===== src/design/bfr_pkg.sv =====
// ----------------------------------------------------------------------------
// bfr_pkg
// Shared items for the reflect-border filter: states, regs, codes, widths.
// ----------------------------------------------------------------------------
package bfr_pkg;

    // Front end: wait for a word, then decide whether an output is due
    typedef enum logic {
        FE_IDLE,
        FE_CHECK
    } fe_state_t;

    // Back end: window sum, division, hand-off to the result queue
    typedef enum logic [1:0] {
        BK_IDLE,
        BK_SUM,
        BK_DIV,
        BK_PUT
    } bk_state_t;

    // Configuration register indexes
    localparam logic [1:0] REG_IMAGE_WIDTH   = 2'd0;
    localparam logic [1:0] REG_IMAGE_HEIGHT  = 2'd1;
    localparam logic [1:0] REG_KERNEL_WIDTH  = 2'd2;
    localparam logic [1:0] REG_KERNEL_HEIGHT = 2'd3;

    // Request codes
    localparam logic REQ_PIXEL = 1'b0;
    localparam logic REQ_DRAIN = 1'b1;

    // Row and divider widths fixed by the field sizes
    localparam int ROW_W = 16;
    localparam int SUM_W = 16;
    localparam int AREA_W = 8;

endpackage


===== src/design/bfr_back.sv =====
// ----------------------------------------------------------------------------
// bfr_back
// Back end: sums one window from the line store, one pixel a cycle with
// reflect-101 borders, then divides by the window area with rounding.
// ----------------------------------------------------------------------------
module bfr_back #(
    parameter int CW = 10,
    parameter int WW = 11,
    parameter int SW = 4
) (
    input  logic               clk,
    input  logic               rst_n,
    input  logic               job_valid,
    input  logic [16+CW+1:0]   job_word,
    output logic               job_pop,
    input  logic [WW-1:0]      eff_width,
    input  logic [15:0]        eff_height,
    input  logic [2:0]         half_x,
    input  logic [2:0]         half_y,
    output logic [SW+CW-1:0]   rd_addr,
    input  logic [7:0]         rd_data,
    output logic               busy,
    output logic               res_push,
    output logic [9:0]         res_word,
    input  logic               res_full
);

    bfr_pkg::bk_state_t state_reg, state_next;

    logic [15:0]                 row_reg, row_next;
    logic [CW-1:0]               col_reg, col_next;
    logic                        re_reg, re_next;
    logic                        fe_reg, fe_next;
    logic [3:0]                  ix_reg, ix_next;
    logic [3:0]                  iy_reg, iy_next;
    logic                        issued_reg, issued_next;
    logic                        done_reg, done_next;
    logic [bfr_pkg::SUM_W-1:0]   sum_reg, sum_next;
    logic [bfr_pkg::SUM_W-1:0]   num_reg, num_next;
    logic [bfr_pkg::SUM_W-1:0]   quo_reg, quo_next;
    logic [bfr_pkg::AREA_W-1:0]  rem_reg, rem_next;
    logic [4:0]                  cnt_reg, cnt_next;

    logic [CW-1:0]               last_col;
    logic [15:0]                 last_row;
    logic signed [18:0]          ri;
    logic signed [CW+2:0]        ci;
    logic [3:0]                  span_x;
    logic [3:0]                  span_y;
    logic [bfr_pkg::AREA_W-1:0]  area;
    logic [bfr_pkg::AREA_W:0]    rem_sh;

    assign last_col = CW'(eff_width - 1'b1);
    assign last_row = eff_height - 1'b1;
    assign span_x   = {half_x, 1'b0};
    assign span_y   = {half_y, 1'b0};
    assign area     = {4'b0, half_x, 1'b1} * {4'b0, half_y, 1'b1};
    assign busy     = (state_reg != bfr_pkg::BK_IDLE);
    assign job_pop  = (state_reg == bfr_pkg::BK_IDLE) && job_valid;
    assign res_push = (state_reg == bfr_pkg::BK_PUT) && !res_full;
    assign res_word = {quo_reg[7:0], re_reg, fe_reg};

    // Reflect the window row about the frame edges
    always_comb
    begin
        ri = $signed({3'b0, row_reg}) + $signed({15'b0, iy_reg})
           - $signed({16'b0, half_y});
        if (ri < 0)
        begin
            ri = -ri;
        end
        if (ri > $signed({3'b0, last_row}))
        begin
            ri = $signed({2'b0, last_row, 1'b0}) - ri;
        end
        if (ri < 0)
        begin
            ri = '0;
        end
        if (ri > $signed({3'b0, last_row}))
        begin
            ri = $signed({3'b0, last_row});
        end
    end

    // Reflect the window column about the frame edges
    always_comb
    begin
        ci = $signed({3'b0, col_reg}) + $signed((CW+3)'(ix_reg))
           - $signed((CW+3)'(half_x));
        if (ci < 0)
        begin
            ci = -ci;
        end
        if (ci > $signed({3'b0, last_col}))
        begin
            ci = $signed({2'b0, last_col, 1'b0}) - ci;
        end
        if (ci < 0)
        begin
            ci = '0;
        end
        if (ci > $signed({3'b0, last_col}))
        begin
            ci = $signed({3'b0, last_col});
        end
    end

    assign rd_addr = {ri[SW-1:0], ci[CW-1:0]};
    assign rem_sh  = {rem_reg, num_reg[bfr_pkg::SUM_W-1]};

    // Sequencer: sum, divide, hand off
    always_comb
    begin
        state_next  = state_reg;
        row_next    = row_reg;
        col_next    = col_reg;
        re_next     = re_reg;
        fe_next     = fe_reg;
        ix_next     = ix_reg;
        iy_next     = iy_reg;
        issued_next = 1'b0;
        done_next   = done_reg;
        sum_next    = sum_reg;
        num_next    = num_reg;
        quo_next    = quo_reg;
        rem_next    = rem_reg;
        cnt_next    = cnt_reg;
        unique case (state_reg)
            bfr_pkg::BK_IDLE:
            begin
                if (job_valid)
                begin
                    {row_next, col_next, re_next, fe_next} = job_word;
                    ix_next    = '0;
                    iy_next    = '0;
                    done_next  = 1'b0;
                    sum_next   = '0;
                    state_next = bfr_pkg::BK_SUM;
                end
            end
            bfr_pkg::BK_SUM:
            begin
                // Accumulate the pixel read in the previous cycle
                if (issued_reg)
                begin
                    sum_next = sum_reg + {8'b0, rd_data};
                end
                if (!done_reg)
                begin
                    issued_next = 1'b1;
                    if (iy_reg == span_y)
                    begin
                        iy_next = '0;
                        if (ix_reg == span_x)
                        begin
                            done_next = 1'b1;
                        end
                        else
                        begin
                            ix_next = ix_reg + 1'b1;
                        end
                    end
                    else
                    begin
                        iy_next = iy_reg + 1'b1;
                    end
                end
                else if (!issued_reg)
                begin
                    num_next   = sum_reg + {9'b0, area[7:1]};
                    rem_next   = '0;
                    quo_next   = '0;
                    cnt_next   = '0;
                    state_next = bfr_pkg::BK_DIV;
                end
            end
            bfr_pkg::BK_DIV:
            begin
                // One quotient bit a cycle, restoring
                num_next = {num_reg[bfr_pkg::SUM_W-2:0], 1'b0};
                if (rem_sh >= {1'b0, area})
                begin
                    rem_next = bfr_pkg::AREA_W'(rem_sh - {1'b0, area});
                    quo_next = {quo_reg[bfr_pkg::SUM_W-2:0], 1'b1};
                end
                else
                begin
                    rem_next = rem_sh[bfr_pkg::AREA_W-1:0];
                    quo_next = {quo_reg[bfr_pkg::SUM_W-2:0], 1'b0};
                end
                cnt_next = cnt_reg + 1'b1;
                if (cnt_reg == 5'(bfr_pkg::SUM_W - 1))
                begin
                    state_next = bfr_pkg::BK_PUT;
                end
            end
            bfr_pkg::BK_PUT:
            begin
                if (!res_full)
                begin
                    state_next = bfr_pkg::BK_IDLE;
                end
            end
            default:
            begin
                state_next = bfr_pkg::BK_IDLE;
            end
        endcase
    end

    always_ff @(posedge clk or negedge rst_n)
    begin
        if (!rst_n)
        begin
            state_reg  <= bfr_pkg::BK_IDLE;
            issued_reg <= 1'b0;
            done_reg   <= 1'b0;
            cnt_reg    <= '0;
        end
        else
        begin
            state_reg  <= state_next;
            issued_reg <= issued_next;
            done_reg   <= done_next;
            cnt_reg    <= cnt_next;
        end
    end

    // Hold job and arithmetic words
    always_ff @(posedge clk)
    begin
        row_reg <= row_next;
        col_reg <= col_next;
        re_reg  <= re_next;
        fe_reg  <= fe_next;
        ix_reg  <= ix_next;
        iy_reg  <= iy_next;
        sum_reg <= sum_next;
        num_reg <= num_next;
        quo_reg <= quo_next;
        rem_reg <= rem_next;
    end

endmodule

===== config.mk =====
export PLATFORM = sky130hd
export DESIGN_NAME = bfr_back
export DESIGN_NICKNAME = d
export VERILOG_FILES = /design/src/design/bfr_pkg.sv /design/src/design/bfr_back.sv
export SDC_FILE = /design/constraint.sdc
export NUM_CORES = 1
export LEC_CHECK = 0
export BUFFER_PORTS_ARGS = -buffer_cell sky130_fd_sc_hd__buf_4
export CAP_MARGIN = 20
export CORE_AREA = 2 2 109 217
export CTS_BUF_LIST = sky130_fd_sc_hd__clkbuf_2 sky130_fd_sc_hd__clkbuf_4 sky130_fd_sc_hd__clkbuf_8
export CTS_CLUSTER_SIZE = 24
export DETAILED_ROUTE_END_ITERATION = 7
export DIE_AREA = 0 0 111 219
export GPL_ROUTABILITY_DRIVEN = 0
export PLACE_DENSITY = 0.68
export RECOVER_POWER = 50
export REMOVE_ABC_BUFFERS = 1
export SYNTH_ARGS = -nofsm -noshare
export SYNTH_HDL_FRONTEND = slang
export SYNTH_SLANG_ARGS = --single-unit

===== constraint.sdc =====
create_clock -name clk -period 13.3 [get_ports clk]
set_input_delay 1.995 -clock clk [delete_from_list [all_inputs] [get_ports clk]]
set_output_delay 1.995 -clock clk [all_outputs]
set_load 0.01 [all_outputs]

==> results.toml, run 1 <==
[die]
dieArea_mm2 = 0.0243
start_util_pct = 49.7
core_mm2 = 0.0225
ios = 100
die_w_um = 111
rows = 78
fp.dieH_um = 219

[route]
dr.pass1.iters = 5
wl_per_cell_um = 16.0
num_vias = 9675
drc = 0
via_per_inst = 5.75
drt_iter0_drc = 273
ant_nets = 0
drt-total-wl_um = 27000

[status]
outcome = "complete, but fails checks"
violations = "max-capacitance violations, max-slew violations"

[sta]
setup_viol = 0
max_slew_margin_pct = -25.8
fin_worst_skew_ps = 8.79
fmax_ghz = 0.0795
rsz0062_at_grt = "no"
slew_viol_final = 117
min_period_over_period_pct = 94.5
hold_viol_final = 0
worstMarginPinSlew_ps = 1890
fin_setup_tns_ps = 0
fin_crit_ps = 12570

[critical_path]
cp.arrival_ps = 10580
crit_type = "in2out"
cpPeakStageDelay_ps = 630
start_kind = "input pin"
endpoint_kind = "primary output"
cp.required_ps = 11310
crit_path_max_fanout = 10
critPathSlowestCell = "o211ai_1"

[clock_tree]
numCtsBuffers = 9
root_buffer = "clkbuf_8"
h-tree-depth = 3
cts-resized-gates = 0
post_cts_buffers = 0
cts_tree = "done"
cts_buffer_depth = 2
worstSkewPairLatency_ps = 380
clk_pin_slew_ps = 90
hold_buffers = 0
cts_sinks = 93

[finish]
area_growth_pct = 10.9
num_antenna_cells = 0
drive_above_1_share_pct = 11.0
final_nets = 1639

[grt]
grt_overflow = 0
grt_pass1_vias = 9731
grt_max_degree = 53
track_usage_pct = 22.3
grt_pass1_wl_um = 44100
antenna_found_initial = 0

[placed_design]
dp_hpwl_um = 22800
portBuffers = 98

[hold_path]
hold_path.class = "reg2reg"

[yosys]
async_flop_share_pct = 9.68
synth.yosys.warnings = 0
yosysMostFrequentCell = "inv_1"
ys_top_cells_by_area = "edfxtp_1, ha_1, xnor2_1"
synth_cells = 1309
synth_edf_count = 84
synth.top_cell.area_share_pct = 22.5
synth_area_mm2 = 0.0112
synth-main-ff-cell = "edfxtp_1"
synth.distinct_cells = 83
yosysTopAreaCell = "edfxtp_1"
synth.yosys.seq_area_share_pct = 24.5
synth-seq-cells = 93
synthTopCellsByCount = "inv_1, ha_1, o21ai_0, edfxtp_1, nand2_1"
synth.avg_cell_area_um2 = 8.56

[flow_run]
drv_cap = 3
layer usage:
metal / routed length (um) / part of all wire [%] / GRT usage, %
met5: 0 / 0 / 0
met4: 1710 / 6.3 / 14.4
met3: 665 / 2.5 / 2.57
met2: 15300 / 57 / 45.3
met1: 9310 / 35 / 20.3
cell type report:
| type | instances | area [um^2] |
|---|---|---|
| Fill cell | 2145 | 10100 |
| Multi-Input combinational cell | 1013 | 7670 |
| Sequential cell | 93 | 2750 |
| Timing Repair Buffer | 114 | 822 |
| Inverter | 168 | 631 |
| Tap cell | 280 | 350 |
| Clock buffer | 10 | 131 |
| Clock inverter | 6 | 71.3 |
critical path, delay by kind of cell:
kind                     cells  cell delay (ps)
multiplexers                 1              390
XOR/XNOR                     1              260
buffers and inverters        4              430
adder cells (fa/ha/maj)      5             2030
AND/OR/NAND/NOR             10             1540
AO/OA/AOI/OAI               16             3940
placed cells by master (no fill, tap or decap), types with 26 or more instances in the layout:
master	netlist	layout
o21ai_0	85	85
buf_4	2	78
xnor2_1	78	78
nand3_1	36	36
a21oi_1	63	63
inv_1	167	167
nand2_1	83	83
nor3_1	26	26
edfxtp_1	84	84
xor2_1	37	37
nor2b_1	30	30
nor2_1	64	64
clkbuf_4	0	28
ha_1	152	152
a21o_1	30	30
metrics by stage:
step                setup slack (ps)  instance area (um^2)  instances  utilization [%]  hold WS [ps]
CTS                              743                 12500       1684             55.3           486
global route                     150                 12400       1684             55.1           507
detailed placement               778                 12300       1668             54.4           470
global placement                 887                 12300       1668             54.4           473
finish                           728                 12400       1684             55.1           491
floorplan                       1970                 11000       1274                -           442
cell families after synthesis:
kind of cell	after synthesis	share of synthesized area, %
flip-flops	93	24.5
XOR/XNOR	120	9.77
AND/OR/NAND/NOR	385	18.0
buffers and inverters	203	6.99
multiplexers	18	1.68
adder cells (fa/ha/maj)	171	20.0
AO/OA/AOI/OAI	319	19.0
path summary, 6_finish.rpt:
check / from / to / slack [ps] / cells after the start
min: done_reg$_DFFE_PN0P_ / issued_reg$_DFF_PN0_ / 490 / 1
max: half_y[2] / rd_addr[13] / 730 / 37
min in group asynchronous: rst_n / state_reg[0]$_DFFE_PN0P_ / 1540 / 1
min reg2reg: done_reg$_DFFE_PN0P_ / issued_reg$_DFF_PN0_ / 490 / 1
max reg2reg: state_reg[1]$_DFFE_PN0P_ / num_reg[3]$_DFFE_PP_ / 9340 / 6
max in group asynchronous: rst_n / done_reg$_DFFE_PN0P_ / 11420 / 1
Power of run 1 is left out: the tool's default activity adds up to more than one toggle a clock period on the data nets, which glitch-free logic cannot reach.
==> inputs of run 2 (changes only) <==
- CORE_AREA: 2 2 109 217 -> 2 2 117 204
- DIE_AREA: 0 0 111 219 -> 0 0 119 206
==> results.toml, run 2 (synthesis results as in run 1) <==
[route]
num_vias = 9559
drt_iter0_drc = 384
dr.pass1.iters = 5
ant_nets = 0
wl_per_cell_um = 15.5
via_per_inst = 5.60
drc = 0
drt-total-wl_um = 26500

[clock_tree]
numCtsBuffers = 9
hold_buffers = 0
cts-resized-gates = 0
cts_buffer_depth = 2
cts_sinks = 93
clk_pin_slew_ps = 100
h-tree-depth = 3
cts_tree = "done"
post_cts_buffers = 0
worstSkewPairLatency_ps = 400
root_buffer = "clkbuf_8"

[critical_path]
cp.arrival_ps = 10480
reg2reg_slack_ps = 8550
endpoint_kind = "primary output"
start_kind = "input pin"
r2r-end = "num_reg[0]$_SDFFCE_PP0P_"
reg2reg_from = "state_reg[0]$_DFFE_PN0P_"
reg2reg_depth = 6
crit_type = "in2out"
crit_path_max_fanout = 10
cp.required_ps = 11310
cpPeakStageDelay_ps = 540
critPathSlowestCell = "o211ai_1"

[die]
die_w_um = 119
dieArea_mm2 = 0.0245
start_util_pct = 48.6
ios = 100
rows = 74
core_mm2 = 0.0231
fp.dieH_um = 206

[sta]
setup_viol = 0
slew_viol_final = 118
fmax_ghz = 0.0802
hold_viol_final = 0
fin_setup_tns_ps = 0
fin_crit_ps = 12480
worstMarginPinSlew_ps = 1970
fin_worst_skew_ps = 15.8
max_slew_margin_pct = -31.2
rsz0062_at_grt = "no"
min_period_over_period_pct = 93.8

[grt]
grt_overflow = 0
grt_max_degree = 54
grt_pass1_vias = 9590
track_usage_pct = 22.1
grt_pass1_wl_um = 44200
antenna_found_initial = 0

[hold_path]
holdPathEnd = "issued_reg$_DFF_PN0_"
hold_depth = 1
min_from = "done_reg$_DFFE_PN0P_"
hold_path.class = "reg2reg"

[placed_design]
portBuffers = 98
dp_hpwl_um = 21800

[finish]
area_growth_pct = 10.8
mostFrequentLayoutCell = "inv_1"
utilization_pct = 53.8
drive_above_1_share_pct = 10.7
nFillCells = 2215
num_antenna_cells = 0
final_nets = 1637
layout_common_cells = "inv_1, ha_1, o21ai_0, edfxtp_1, nand2_1"

[flow_run]
drv_cap = 3

[status]
violations = "max-capacitance violations, max-slew violations"
outcome = "complete, but fails checks"
-- run 2: cell count changes in the layout (fill, tap and decap cells not counted), sizes merged --
cell and change:
buf -2, inv -1, bufinv -1, clkinvlp +1, clkinv +1
-- run 2: worst max-delay path by stage --
stage	startpoint	endpoint	slack (ps)	cells after the start
after CTS	half_y[2]	rd_addr[12]	860	38
after global routing	half_y[2]	rd_addr[13]	300	37
after global placement	half_y[2]	rd_addr[11]	970	38
final	half_y[2]	rd_addr[13]	820	38
after floorplan	half_x[1]	rd_addr[8]	1970	39
after detailed placement	half_y[2]	rd_addr[11]	870	38
-- run 2: critical path, delay by kind of cell --
| family | cells | cell delay (ps) |
|---|---|---|
| buf+inv | 6 | 990 |
| simple gates | 8 | 860 |
| fa+ha+maj | 4 | 1500 |
| xor+xnor | 1 | 310 |
| mux | 1 | 390 |
| compound gates | 18 | 4420 |
-- run 2: layout make-up --
type	instances	area (um^2)	area share, %
clock inverters	6	57.6	0.464
flip-flops and latches	93	2750	22.1
inverters	168	631	5.08
clock buffers	10	131	1.06
repair buffers	112	796	6.41
multi-input cells	1013	7670	61.8
well taps	304	380	3.06
-- run 2: per-stage QoR --
| stage | worst slack [ps] | instance area [um^2] | std cells | hold slack (ps) |
|---|---|---|---|---|
| after detailed placement | 874 | 12300 | 1690 | 467 |
| after floorplan | 1970 | 11000 | 1274 | 442 |
| final | 824 | 12400 | 1706 | 490 |
| after global placement | 971 | 12300 | 1690 | 462 |
| after global routing | 299 | 12400 | 1706 | 525 |
| after CTS | 863 | 12500 | 1706 | 483 |
-- run 2: routing by layer --
layer,global-route usage [%],up-vias,wire length (um),share of wire [%]
met5,0,-,0,0
met4,8.89,0,839,3.2
met3,1.77,47,479,1.8
met2,44.7,140,14800,56
met1,23.0,4532,10400,39
li1,-,4840,-,-
Power of run 2 is left out for the same reason.
