`config.mk`:
```
export PLATFORM = sky130hd
export DESIGN_NAME = bfr_fifo
export DESIGN_NICKNAME = d
export VERILOG_FILES = /design/src/design/bfr_fifo.sv
export SDC_FILE = /design/constraint.sdc
export NUM_CORES = 1
export LEC_CHECK = 0
export ABC_AREA = 0
export BUFFER_PORTS_ARGS = -buffer_cell sky130_fd_sc_hd__buf_4
export CORE_MARGIN = 4
export CORE_UTILIZATION = 48
export DETAILED_ROUTE_END_ITERATION = 8
export GPL_ROUTABILITY_DRIVEN = 1
export PLACE_DENSITY = 0.76
export SLEW_MARGIN = 5
export SYNTH_ARGS = -nofsm -noshare
export SYNTH_HDL_FRONTEND = slang
export SYNTH_SLANG_ARGS = --single-unit
```
`constraint.sdc`:
```
create_clock -name clk -period 1.9 [get_ports clk]
set_input_delay 0.095 -clock clk [delete_from_list [all_inputs] [get_ports clk]]
set_output_delay 0.095 -clock clk [all_outputs]
set_load 0.02 [all_outputs]
```
`src/design/bfr_fifo.sv`:
```
// ----------------------------------------------------------------------------
// bfr_fifo
// Small register queue used between the front and back ends and on the output.
// ----------------------------------------------------------------------------
module bfr_fifo #(
    parameter int WIDTH = 8,
    parameter int DEPTH = 2
) (
    input  logic             clk,
    input  logic             rst_n,
    input  logic             push,
    input  logic [WIDTH-1:0] din,
    output logic             full,
    input  logic             pop,
    output logic [WIDTH-1:0] dout,
    output logic             empty
);

    localparam int PW = (DEPTH > 1) ? $clog2(DEPTH) : 1;
    localparam int CW = $clog2(DEPTH + 1);

    logic [WIDTH-1:0] slot_reg [DEPTH];
    logic [PW-1:0]    wr_ptr_reg, wr_ptr_next;
    logic [PW-1:0]    rd_ptr_reg, rd_ptr_next;
    logic [CW-1:0]    count_reg, count_next;
    logic             do_push, do_pop;

    assign full    = (count_reg == CW'(DEPTH));
    assign empty   = (count_reg == '0);
    assign do_push = push && !full;
    assign do_pop  = pop && !empty;
    assign dout    = slot_reg[rd_ptr_reg];

    // Advance pointers and count
    always_comb
    begin
        wr_ptr_next = wr_ptr_reg;
        rd_ptr_next = rd_ptr_reg;
        count_next  = count_reg;
        if (do_push)
        begin
            wr_ptr_next = (wr_ptr_reg == PW'(DEPTH - 1)) ? '0 : wr_ptr_reg + 1'b1;
        end
        if (do_pop)
        begin
            rd_ptr_next = (rd_ptr_reg == PW'(DEPTH - 1)) ? '0 : rd_ptr_reg + 1'b1;
        end
        if (do_push && !do_pop)
        begin
            count_next = count_reg + 1'b1;
        end
        else if (do_pop && !do_push)
        begin
            count_next = count_reg - 1'b1;
        end
    end

    always_ff @(posedge clk or negedge rst_n)
    begin
        if (!rst_n)
        begin
            wr_ptr_reg <= '0;
            rd_ptr_reg <= '0;
            count_reg  <= '0;
        end
        else
        begin
            wr_ptr_reg <= wr_ptr_next;
            rd_ptr_reg <= rd_ptr_next;
            count_reg  <= count_next;
        end
    end

    // Hold payload words
    always_ff @(posedge clk)
    begin
        if (do_push)
        begin
            slot_reg[wr_ptr_reg] <= din;
        end
    end

endmodule

```
==> impl_metrics.csv, run 1 <==
group,metric,value,unit
outcome,outcome,"complete, no violations",
detailed_routing,ant_nets,0,
grt,grt_max_degree,12,
clock_network,cts_setup_buffers,0,
grt,antenna_found_initial,0,
yosys,synth_cell_types,15,
detailed_routing,avgRoutedWirePerCell,13.8,um
yosys,synth_cells,44,
detailed_routing,dr.pass1.iters,4,
final_layout,fillers,107,
power,total_power,1.51,mW
timing,max_freq,0.659,GHz
timing,drv_slew,0,
final_layout,n_antenna_cell,0,
critical_path,end_kind,"output pin",
job,cap_violations,0,
placed_design,dp.cells,81,
yosys,synth_largest_area_cell,"edfxtp_1",
clock_network,clkTransAtPathRegs,100,ps
clock_network,post_cts_resize_count,0,
yosys,synth_nets,57,
clock_network,root_buffer,"clkbuf_4",
final_layout,nets,92,
clock_network,cts_sinks,20,
timing,finalSetupTns,0,ps
final_layout,design_area,0.00108,mm2
critical_path,critPathMaxStageDelay,590,ps
floorplan,core_area,0.00152,mm2
worst_hold_path,hold_path.class,"in -> reg",
yosys,yosysWarningCount,0,
floorplan,ios,22,
power,irDropWorstVdd,0.950,mV
timing,grt_setup_unrepaired,"no",
placed_design,portBuffers,21,
detailed_routing,vias,469,
grt,grt_remaining_overflow,0,
clock_network,cts-buffers-inserted,3,
critical_path,start_kind,"flip-flop",
timing,period_share,79.9,%
critical_path,cp.required,1800,ps
detailed_routing,drt_wl_total,1300,um
timing,worst_pin_slew,386,ps
floorplan,dieArea,0.00234,mm2
yosys,synth.top_cells.by_area,"edfxtp_1, dfrtp_1, mux2_1",
placed_design,gp_congestion,0.638,
timing,hold_violations,0,
grt,grt_pass1_vias,500,
timing,hold_ws,90.1,ps
floorplan,rows,14,
placed_design,pre_cts_ws,393,ps
timing,worst_slack,382,ps
grt,grt_usage,12.6,%
critical_path,path_cells,"mux2_2, buf_4",
final_layout,layoutNonFillerInstCount,94,
clock_network,cts_tree,"done",
yosys,synth_area,782,um2
timing,slew_headroom,74.3,%
floorplan,die_y,48.4,um
final_layout,largest_reg_flops,16,
critical_path,cp_max_fo,9,
final_layout,area_growth,37.9,%
timing,fin_worst_skew,3.46,ps
yosys,synth_top_area_share,61.4,%
final_layout,drive_gt1_share,37.2,%
critical_path,cpMaxStageDelayCell,"dfrtp_1",
detailed_routing,routed_via_density,4.99,
detailed_routing,drc,0,
critical_path,crit_type,"reg -> out",
floorplan,die-width,48.4,um
power,cellLeakagePower,0.450,nW
timing,setup_violations,0,
critical_path,crit_arrival,1420,ps
yosys,ys_seq_elements,20,
floorplan,start_util,51.3,%
grt,grt_pass1_wl,2230,um
clock_network,htreeDepth,1,
power,powerDensity,1400,mW/mm2
detailed_routing,drt_iter0_markers,1,
timing,period_minus_slack,1520,ps
placed_design,dp_hpwl,912,um
clock_network,clock_path_buffers,2,
final_layout,postLayoutCoreUtil,70.8,%
placed_design,dpl_cell_area,962,um2
clock_network,clock_latency,290,ps
yosys,synth_area_per_cell,17.8,um2
clock_network,postCtsHoldBufs,9,
yosys,seq_area_frac_synth,74.2,%
final timing paths:
kind                                          start                  endpoint  slack (ps)  cells after the start
max                          rd_ptr_reg$_DFFE_PN0P_                   dout[7]         380                      2
min                                            push    wr_ptr_reg$_DFFE_PN0N_          90                      3
max reg2reg                count_reg[0]$_DFFE_PN0P_  count_reg[1]$_DFFE_PN0P_         410                      7
min reg2reg                  wr_ptr_reg$_DFFE_PN0N_    wr_ptr_reg$_DFFE_PN0N_         530                      1
max in group asynchronous                     rst_n    wr_ptr_reg$_DFFE_PN0N_        1660                      2
min in group asynchronous                     rst_n  count_reg[0]$_DFFE_PN0P_         140                      2
metal layers:
metal	up-vias	part of all wire, %	global-route usage (%)
met2	12	53	22.0
met3	2	4.0	2.76
met1	227	42	13.9
met4	0	0.62	6.91
met5	-	0	0
li1	228	-	-
cells in the mapped netlist (all sizes together):
library cell   n
nand2          1
xnor2          3
and3           1
edfxtp        16
xor2           2
ha             1
nor2           3
buf            1
mux2           8
nand2b         1
o21ai          1
inv            2
dfrtp          4
layout make-up:
type	instances	area (um2)	share of cell area (%)
Inverter	2	7.51	0.696
Tap cell	16	20.0	1.86
Clock inverter	1	3.75	0.348
Clock buffer	3	22.5	2.09
Timing Repair Buffer	31	255	23.7
Multi-Input combinational cell	21	189	17.5
Sequential cell	20	581	53.8
layout by cell type, fill, tap and decap left out, drive strengths merged, types with 2 or more instances in the layout:
master / netlist / final
buf: 1 / 22
clkbuf: 0 / 3
dfrtp: 4 / 4
dlygate4sd3: 0 / 9
edfxtp: 16 / 16
inv: 2 / 2
mux2: 8 / 8
nor2: 3 / 3
xnor2: 3 / 3
xor2: 2 / 2
cell families (layout without fill, tap and decap cells):
logic type,Yosys count,after routing,share of synthesized area [%]
compound gates,1,1,0.639
xor+xnor,5,5,6.56
fa+ha+maj,1,1,1.60
buf+inv,3,37,1.60
flops,20,20,74.2
mux,8,8,11.5
simple gates,6,6,3.84
worst max-delay path: cells and delay by family (launching register included):
kind / cells / cell delay [ps]
mux: 1 / 390
buf+inv: 1 / 160
flops: 1 / 590
report_power, final:
group	internal, mW	total (mW)	switching, mW
clock network	0.0764	0.197	0.120
registers	0.612	0.709	0.0963
logic	0.307	0.609	0.302
No activity file was read; power rests on OpenSTA's default activity.
==> run 2: changes to the inputs <==
--- a/config.mk
+++ b/config.mk
@@ -5,13 +5,13 @@
 export SDC_FILE = /design/constraint.sdc
 export NUM_CORES = 1
 export LEC_CHECK = 0
-export ABC_AREA = 0
+export ABC_AREA = 1
 export BUFFER_PORTS_ARGS = -buffer_cell sky130_fd_sc_hd__buf_4
 export CORE_MARGIN = 4
-export CORE_UTILIZATION = 48
+export CORE_UTILIZATION = 49
 export DETAILED_ROUTE_END_ITERATION = 8
 export GPL_ROUTABILITY_DRIVEN = 1
-export PLACE_DENSITY = 0.76
+export PLACE_DENSITY = 0.77
 export SLEW_MARGIN = 5
 export SYNTH_ARGS = -nofsm -noshare
 export SYNTH_HDL_FRONTEND = slang
==> constraint.sdc (replaced) <==
create_clock -name clk -period 1.5 [get_ports clk]
set_input_delay 0.075 -clock clk [delete_from_list [all_inputs] [get_ports clk]]
set_output_delay 0.075 -clock clk [all_outputs]
set_load 0.02 [all_outputs]
==> run 2 against run 1 <==
Sequential power grew 25%. Non-clock buffer count is the same. Power grew 46%. Sequential cell count is the same. Core utilization grew 2.7 points. Via count grew 27%. Critical path type unchanged.
==> impl_metrics.csv, run 2 <==
group,metric,value,unit
clock_network,clock_latency,300,ps
yosys,synth_area,810,um2
clock_network,cts_tree,"done",
timing,worst_pin_slew,369,ps
yosys,ys_seq_elements,20,
yosys,synth_edf_count,16,
final_layout,n_antenna_cell,0,
clock_network,cts-buffers-inserted,3,
timing,hold_ws,24.0,ps
power,powerDensity,1950,mW/mm2
timing,slew_headroom,75.4,%
clock_network,root_buffer,"clkbuf_4",
clock_network,htreeDepth,1,
critical_path,path_cells,"inv_2, nand2_1, nand2_1, buf_4",
detailed_routing,drc,0,
power,irDropWorstVdd,1.23,mV
critical_path,path_delay_family,"flip-flops",
final_layout,fillers,105,
grt,antenna_found_initial,0,
critical_path,r2r_setup_slack,130,ps
critical_path,start_kind,"flip-flop",
grt,grt_max_degree,13,
detailed_routing,avgRoutedWirePerCell,13.3,um
grt,grt_usage,15.0,%
timing,drv_slew,0,
final_layout,drive_gt1_share,27.1,%
grt,grt_remaining_overflow,0,
critical_path,rr_worst_depth,7,
floorplan,rows,14,
timing,setup_violations,0,
yosys,yosysMostFrequentCell,"nand2_1",
floorplan,dieArea,0.00237,mm2
clock_network,clock_path_buffers,2,
critical_path,crit_arrival,1360,ps
detailed_routing,drt_iter0_markers,15,
floorplan,core_area,0.00154,mm2
critical_path,critPathMaxStageDelay,580,ps
detailed_routing,ant_nets,0,
yosys,synth_largest_area_cell,"edfxtp_1",
worst_hold_path,hold_end,"rd_ptr_reg$_DFFE_PN0P_",
clock_network,cts_setup_buffers,0,
final_layout,area_growth,39.9,%
yosys,synth_nets,86,
yosys,synth.top_cells.by_area,"edfxtp_1, nand2_1, dfrtp_1",
placed_design,gp_congestion,0.828,
yosys,ys.flop_type,"edfxtp_1",
timing,fin_worst_skew,7.41,ps
floorplan,ios,22,
final_layout,final_cell_mix,"nand2_1, buf_4, edfxtp_1, dlygate4sd3_1, inv_1",
worst_hold_path,hold_path.class,"in -> reg",
worst_hold_path,min_from,"pop",
power,cellLeakagePower,0.532,nW
outcome,outcome,"complete, no violations",
timing,period_share,95.5,%
yosys,synth_cells,73,
grt,grt_pass1_vias,575,
critical_path,reg2reg_from,"count_reg[0]$_DFFE_PN0P_",
grt,grt_pass1_wl,2710,um
detailed_routing,drt_wl_total,1630,um
yosys,synth_common_cells,"nand2_1, edfxtp_1, inv_1",
timing,grt_setup_unrepaired,"no",
yosys,synthArstFlopShare,20.0,%
clock_network,cts_sinks,20,
final_layout,largest_reg_flops,16,
worst_hold_path,hold_depth,3,
final_layout,layoutNonFillerInstCount,123,
placed_design,dp_hpwl,1140,um
timing,period_minus_slack,1430,ps
critical_path,r2r_end,"count_reg[1]$_DFFE_PN0P_",
yosys,synth_top_area_share,59.4,%
final_layout,final_common_cell,"nand2_1",
detailed_routing,routed_via_density,4.84,
floorplan,start_util,52.5,%
yosys,synth_cell_types,14,
placed_design,dp.cells,110,
critical_path,end_kind,"output pin",
critical_path,path_buf_inv,2,
clock_network,clkTransAtPathRegs,100,ps
yosys,seq_area_frac_synth,71.7,%
timing,max_freq,0.698,GHz
final_layout,nets,121,
floorplan,die_y,48.6,um
yosys,synth_area_per_cell,11.1,um2
timing,hold_violations,0,
job,cap_violations,0,
timing,finalSetupTns,0,ps
critical_path,cp_max_fo,10,
placed_design,portBuffers,21,
detailed_routing,dr.pass1.iters,4,
yosys,yosysWarningCount,0,
floorplan,die-width,48.6,um
detailed_routing,vias,595,
critical_path,crit_top_cell,"nand2_1",
critical_path,cp.required,1420,ps
critical_path,crit_type,"reg -> out",
critical_path,cpMaxStageDelayCell,"dfrtp_1",
[run 2: how the worst max path moves through the flow]
stage / start / to / depth (start not counted)
final: rd_ptr_reg$_DFFE_PN0P_ / dout[7] / 4
after global routing: rd_ptr_reg$_DFFE_PN0P_ / dout[6] / 4
after CTS: rd_ptr_reg$_DFFE_PN0P_ / dout[7] / 4
after detailed placement: count_reg[0]$_DFFE_PN0P_ / count_reg[1]$_DFFE_PN0P_ / 6
after global placement: count_reg[0]$_DFFE_PN0P_ / count_reg[1]$_DFFE_PN0P_ / 6
after floorplan: count_reg[0]$_DFFE_PN0P_ / count_reg[1]$_DFFE_PN0P_ / 7
[run 2: cell families (layout without fill, tap and decap cells)]
group,Yosys count,after routing,synth area share [%]
DFF,20,20,71.7
AOI/OAI and AO/OA,2,2,1.24
adders and majority gates,1,1,1.55
and+or+nand+nor,40,40,20.1
xor gates and xnor gates,1,1,1.08
buffers and inverters,9,43,4.33
[run 2: through the flow]
| step | setup slack (ps) | cell area (um2) | util, % | total power [mW] |
|---|---|---|---|---|
| after floorplan | 101 | 810 | - | 1.41 |
| after global placement | 111 | 990 | 64.2 | 1.74 |
| after detailed placement | 87.2 | 990 | 64.2 | 1.78 |
| after CTS | 43.5 | 1130 | 73.5 | 2.23 |
| after global routing | 5.57 | 1130 | 73.5 | 2.35 |
| final | 67.8 | 1130 | 73.5 | 2.21 |
[run 2: final cells by class]
type	instances	area [um2]	share of cell area (%)
timing repair buffer	31	255	22.5
clock inverter	1	30.0	2.65
clock buffer	3	22.5	1.99
sequential	20	581	51.3
multi-input combinational	44	194	17.1
tap	16	20.0	1.77
inverter	8	30.0	2.65
[run 2: worst min-delay path, stage by stage]
cell and delay [ps]:
buf_4 80, nand3b_1 70, nand2_1 60
[run 2: where the power goes]
| part | leakage [nW] | switching, mW | internal, mW | total (mW) |
|---|---|---|---|---|
| clock | 0.0279 | 0.162 | 0.270 | 0.432 |
| combinational | 0.307 | 0.533 | 0.358 | 0.891 |
| sequential | 0.197 | 0.116 | 0.770 | 0.887 |
| total | 0.532 | 0.811 | 1.40 | 2.21 |
[run 2: routing by layer]
metal | global-route usage [%] | routed length [um] | vias to the layer above
met1 | 18.0 | 647 | 256
met5 | 0 | 0 | -
met2 | 24.1 | 806 | 28
li1 | - | - | 305
met3 | 4.29 | 125 | 6
met4 | 8.07 | 51 | 0
[run 2: repair_timing]
item,CTS,global route
endpoints found under the setup margin,0,1
resized for setup,0,1
hold buffers,9,0
hold endpoints to repair,20,0
==> run 3: changes to the inputs <==
--- a/config.mk
+++ b/config.mk
@@ -5,12 +5,15 @@
 export SDC_FILE = /design/constraint.sdc
 export NUM_CORES = 1
 export LEC_CHECK = 0
-export ABC_AREA = 1
+export ABC_AREA = 0
 export BUFFER_PORTS_ARGS = -buffer_cell sky130_fd_sc_hd__buf_4
+export CELL_PAD_IN_SITES_DETAIL_PLACEMENT = 0
+export CELL_PAD_IN_SITES_GLOBAL_PLACEMENT = 1
 export CORE_MARGIN = 4
-export CORE_UTILIZATION = 49
+export CORE_UTILIZATION = 40
 export DETAILED_ROUTE_END_ITERATION = 8
 export GPL_ROUTABILITY_DRIVEN = 1
+export HOLD_SLACK_MARGIN = 0.03
 export PLACE_DENSITY = 0.77
 export SLEW_MARGIN = 5
 export SYNTH_ARGS = -nofsm -noshare
==> run 3 against run 2 <==
Wire length down 21%. Clock power down 45%. Via count down 20%. Combinational power down 6.8%. Fmax up 1.7%. Critical endpoint is now count_reg[1]$_DFFE_PN0P_. Largest cell class unchanged. Largest power group is now sequential cells.
==> impl_metrics.csv, run 3 (same netlist as run 1, synthesis figures left out) <==
group,metric,value,unit
outcome,outcome,"complete, no violations",
placed_design,dp.cells,92,
grt,grt_pass1_vias,513,
grt,grt_remaining_overflow,0,
critical_path,r2r_end,"count_reg[1]$_DFFE_PN0P_",
worst_hold_path,hold_path.class,"in -> reg",
grt,grt_max_degree,12,
timing,fin_worst_skew,2.16,ps
power,powerDensity,1770,mW/mm2
clock_network,clock_latency,290,ps
critical_path,cp_max_fo,3,
worst_hold_path,hold_end,"wr_ptr_reg$_DFFE_PN0N_",
final_layout,largest_reg_flops,16,
detailed_routing,drt_wl_total,1290,um
power,p_seq_share,45.6,%
timing,grt_setup_unrepaired,"no",
final_layout,fillers,163,
timing,setup_violations,0,
timing,period_minus_slack,1410,ps
power,switching_share,34.0,%
clock_network,clock_path_buffers,2,
detailed_routing,ant_nets,0,
power,intPower,1.30,mW
clock_network,clkTransAtPathRegs,100,ps
final_layout,nets,94,
timing,drv_slew,0,
power,clkPwrFrac,12.2,%
clock_network,cts-buffers-inserted,3,
final_layout,final_cell_mix,"buf_4, edfxtp_1, dlygate4sd3_1, mux2_1",
timing,worst_slack,91.3,ps
grt,grt_pass1_wl,2130,um
job,cap_violations,0,
floorplan,ios,22,
floorplan,start_util,43.9,%
floorplan,rows,15,
timing,finalSetupTns,0,ps
power,combPwrFrac,42.3,%
power,irDropWorstVdd,0.908,mV
timing,max_freq,0.710,GHz
detailed_routing,avgRoutedWirePerCell,12.3,um
detailed_routing,vias,478,
critical_path,crit_arrival,1630,ps
critical_path,reg2reg_from,"count_reg[0]$_DFFE_PN0P_",
placed_design,pre_cts_ws,80.9,ps
final_layout,n_antenna_cell,0,
critical_path,critPathMaxStageDelay,410,ps
detailed_routing,drc,0,
timing,period_share,93.9,%
critical_path,cp.required,1720,ps
floorplan,core_area,0.00178,mm2
worst_hold_path,min_from,"push",
critical_path,crit_type,"reg -> reg",
power,cellLeakagePower,0.459,nW
clock_network,root_buffer,"clkbuf_4",
critical_path,rr_worst_depth,6,
grt,grt_usage,11.1,%
critical_path,r2r_setup_slack,90,ps
placed_design,gp_congestion,0.692,
clock_network,htreeDepth,1,
final_layout,layoutNonFillerInstCount,105,
timing,worst_pin_slew,388,ps
clock_network,cts_sinks,20,
clock_network,cts_tree,"done",
detailed_routing,routed_via_density,4.55,
worst_hold_path,hold_depth,3,
detailed_routing,drt_iter0_markers,2,
placed_design,dp_hpwl,975,um
floorplan,die-width,52.2,um
final_layout,final_common_cell,"buf_4",
floorplan,dieArea,0.00273,mm2
critical_path,end_kind,"flip-flop",
grt,antenna_found_initial,0,
critical_path,cpMaxStageDelayCell,"dfrtp_1",
power,p_switching,667,uW
final_layout,drive_gt1_share,41.3,%
floorplan,die_y,52.2,um
detailed_routing,dr.pass1.iters,2,
timing,hold_violations,0,
placed_design,portBuffers,21,
final_layout,area_growth,41.8,%
critical_path,path_cells,"nand2b_1, nand2_2, inv_1, ha_1, nor2_2, xor2_1",
timing,hold_ws,79.8,ps
timing,slew_headroom,74.2,%
critical_path,start_kind,"flip-flop",
run 3: layer usage:
metal	vias to the layer above	share of wire (%)	global-route usage, %	wire length [um]
met5	-	0	0	0
met4	0	1.3	5.11	17
met3	2	5.3	3.42	68
met2	14	56	18.6	717
met1	232	38	12.9	484
li1	230	-	-	-
run 3: power by group through the flow:
stage / logic, mW / clock network, mW / registers, mW
detailed placement: 0.813 / 0 / 0.906
finish: 0.830 / 0.239 / 0.894
floorplan: 0.535 / 0 / 0.846
global route: 0.902 / 0.275 / 0.915
CTS: 0.833 / 0.254 / 0.897
global placement: 0.794 / 0 / 0.898
run 3: worst max path at each step:
stage / from / end / slack (ps) / cells past startpoint
after global placement: count_reg[0]$_DFFE_PN0P_ / count_reg[1]$_DFFE_PN0P_ / 130 / 6
after global routing: rd_ptr_reg$_DFFE_PN0P_ / dout[6] / 10 / 2
after floorplan: count_reg[0]$_DFFE_PN0P_ / slot_reg[0][0]$_DFFE_PP_ / 110 / 3
after CTS: count_reg[0]$_DFFE_PN0P_ / count_reg[1]$_DFFE_PN0P_ / 70 / 6
after detailed placement: count_reg[0]$_DFFE_PN0P_ / count_reg[1]$_DFFE_PN0P_ / 80 / 6
final: count_reg[0]$_DFFE_PN0P_ / count_reg[1]$_DFFE_PN0P_ / 90 / 6
run 3: metrics by stage:
stage	power [mW]	util [%]	cell area, um2
3_5_place_dp	1.72	55.4	988
6_report	1.96	62.2	1110
3_3_place_gp	1.69	55.4	988
2_1_floorplan	1.38	-	782
4_1_cts	1.98	62.0	1110
5_1_grt	2.09	62.2	1110
run 3: worst max-delay path: cells and delay by family (launching register included):
family,cells,cell delay [ps]
buffers and inverters,1,50
AND/OR/NAND/NOR,3,440
flip-flops,1,410
adder cells (fa/ha/maj),1,310
XOR/XNOR,1,140
run 3: layout make-up:
type	count	area, um2	share of cell area (%)
multi-input cells	21	191	17.3
well taps	25	31.3	2.82
repair buffers	33	270	24.4
inverters	2	7.51	0.677
clock inverters	1	3.75	0.339
flip-flops and latches	20	582	52.5
clock buffers	3	22.5	2.03
run 3: timing repair:
| action | CTS | global route |
|---|---|---|
| gates resized for setup | 1 | 1 |
| endpoints found under the hold margin | 20 | 0 |
| setup buffers | 0 | 0 |
| hold buffers | 9 | 0 |
| pin swaps | 0 | 0 |
| endpoints found under the setup margin | 8 | 1 |
| gates cloned | 0 | 0 |
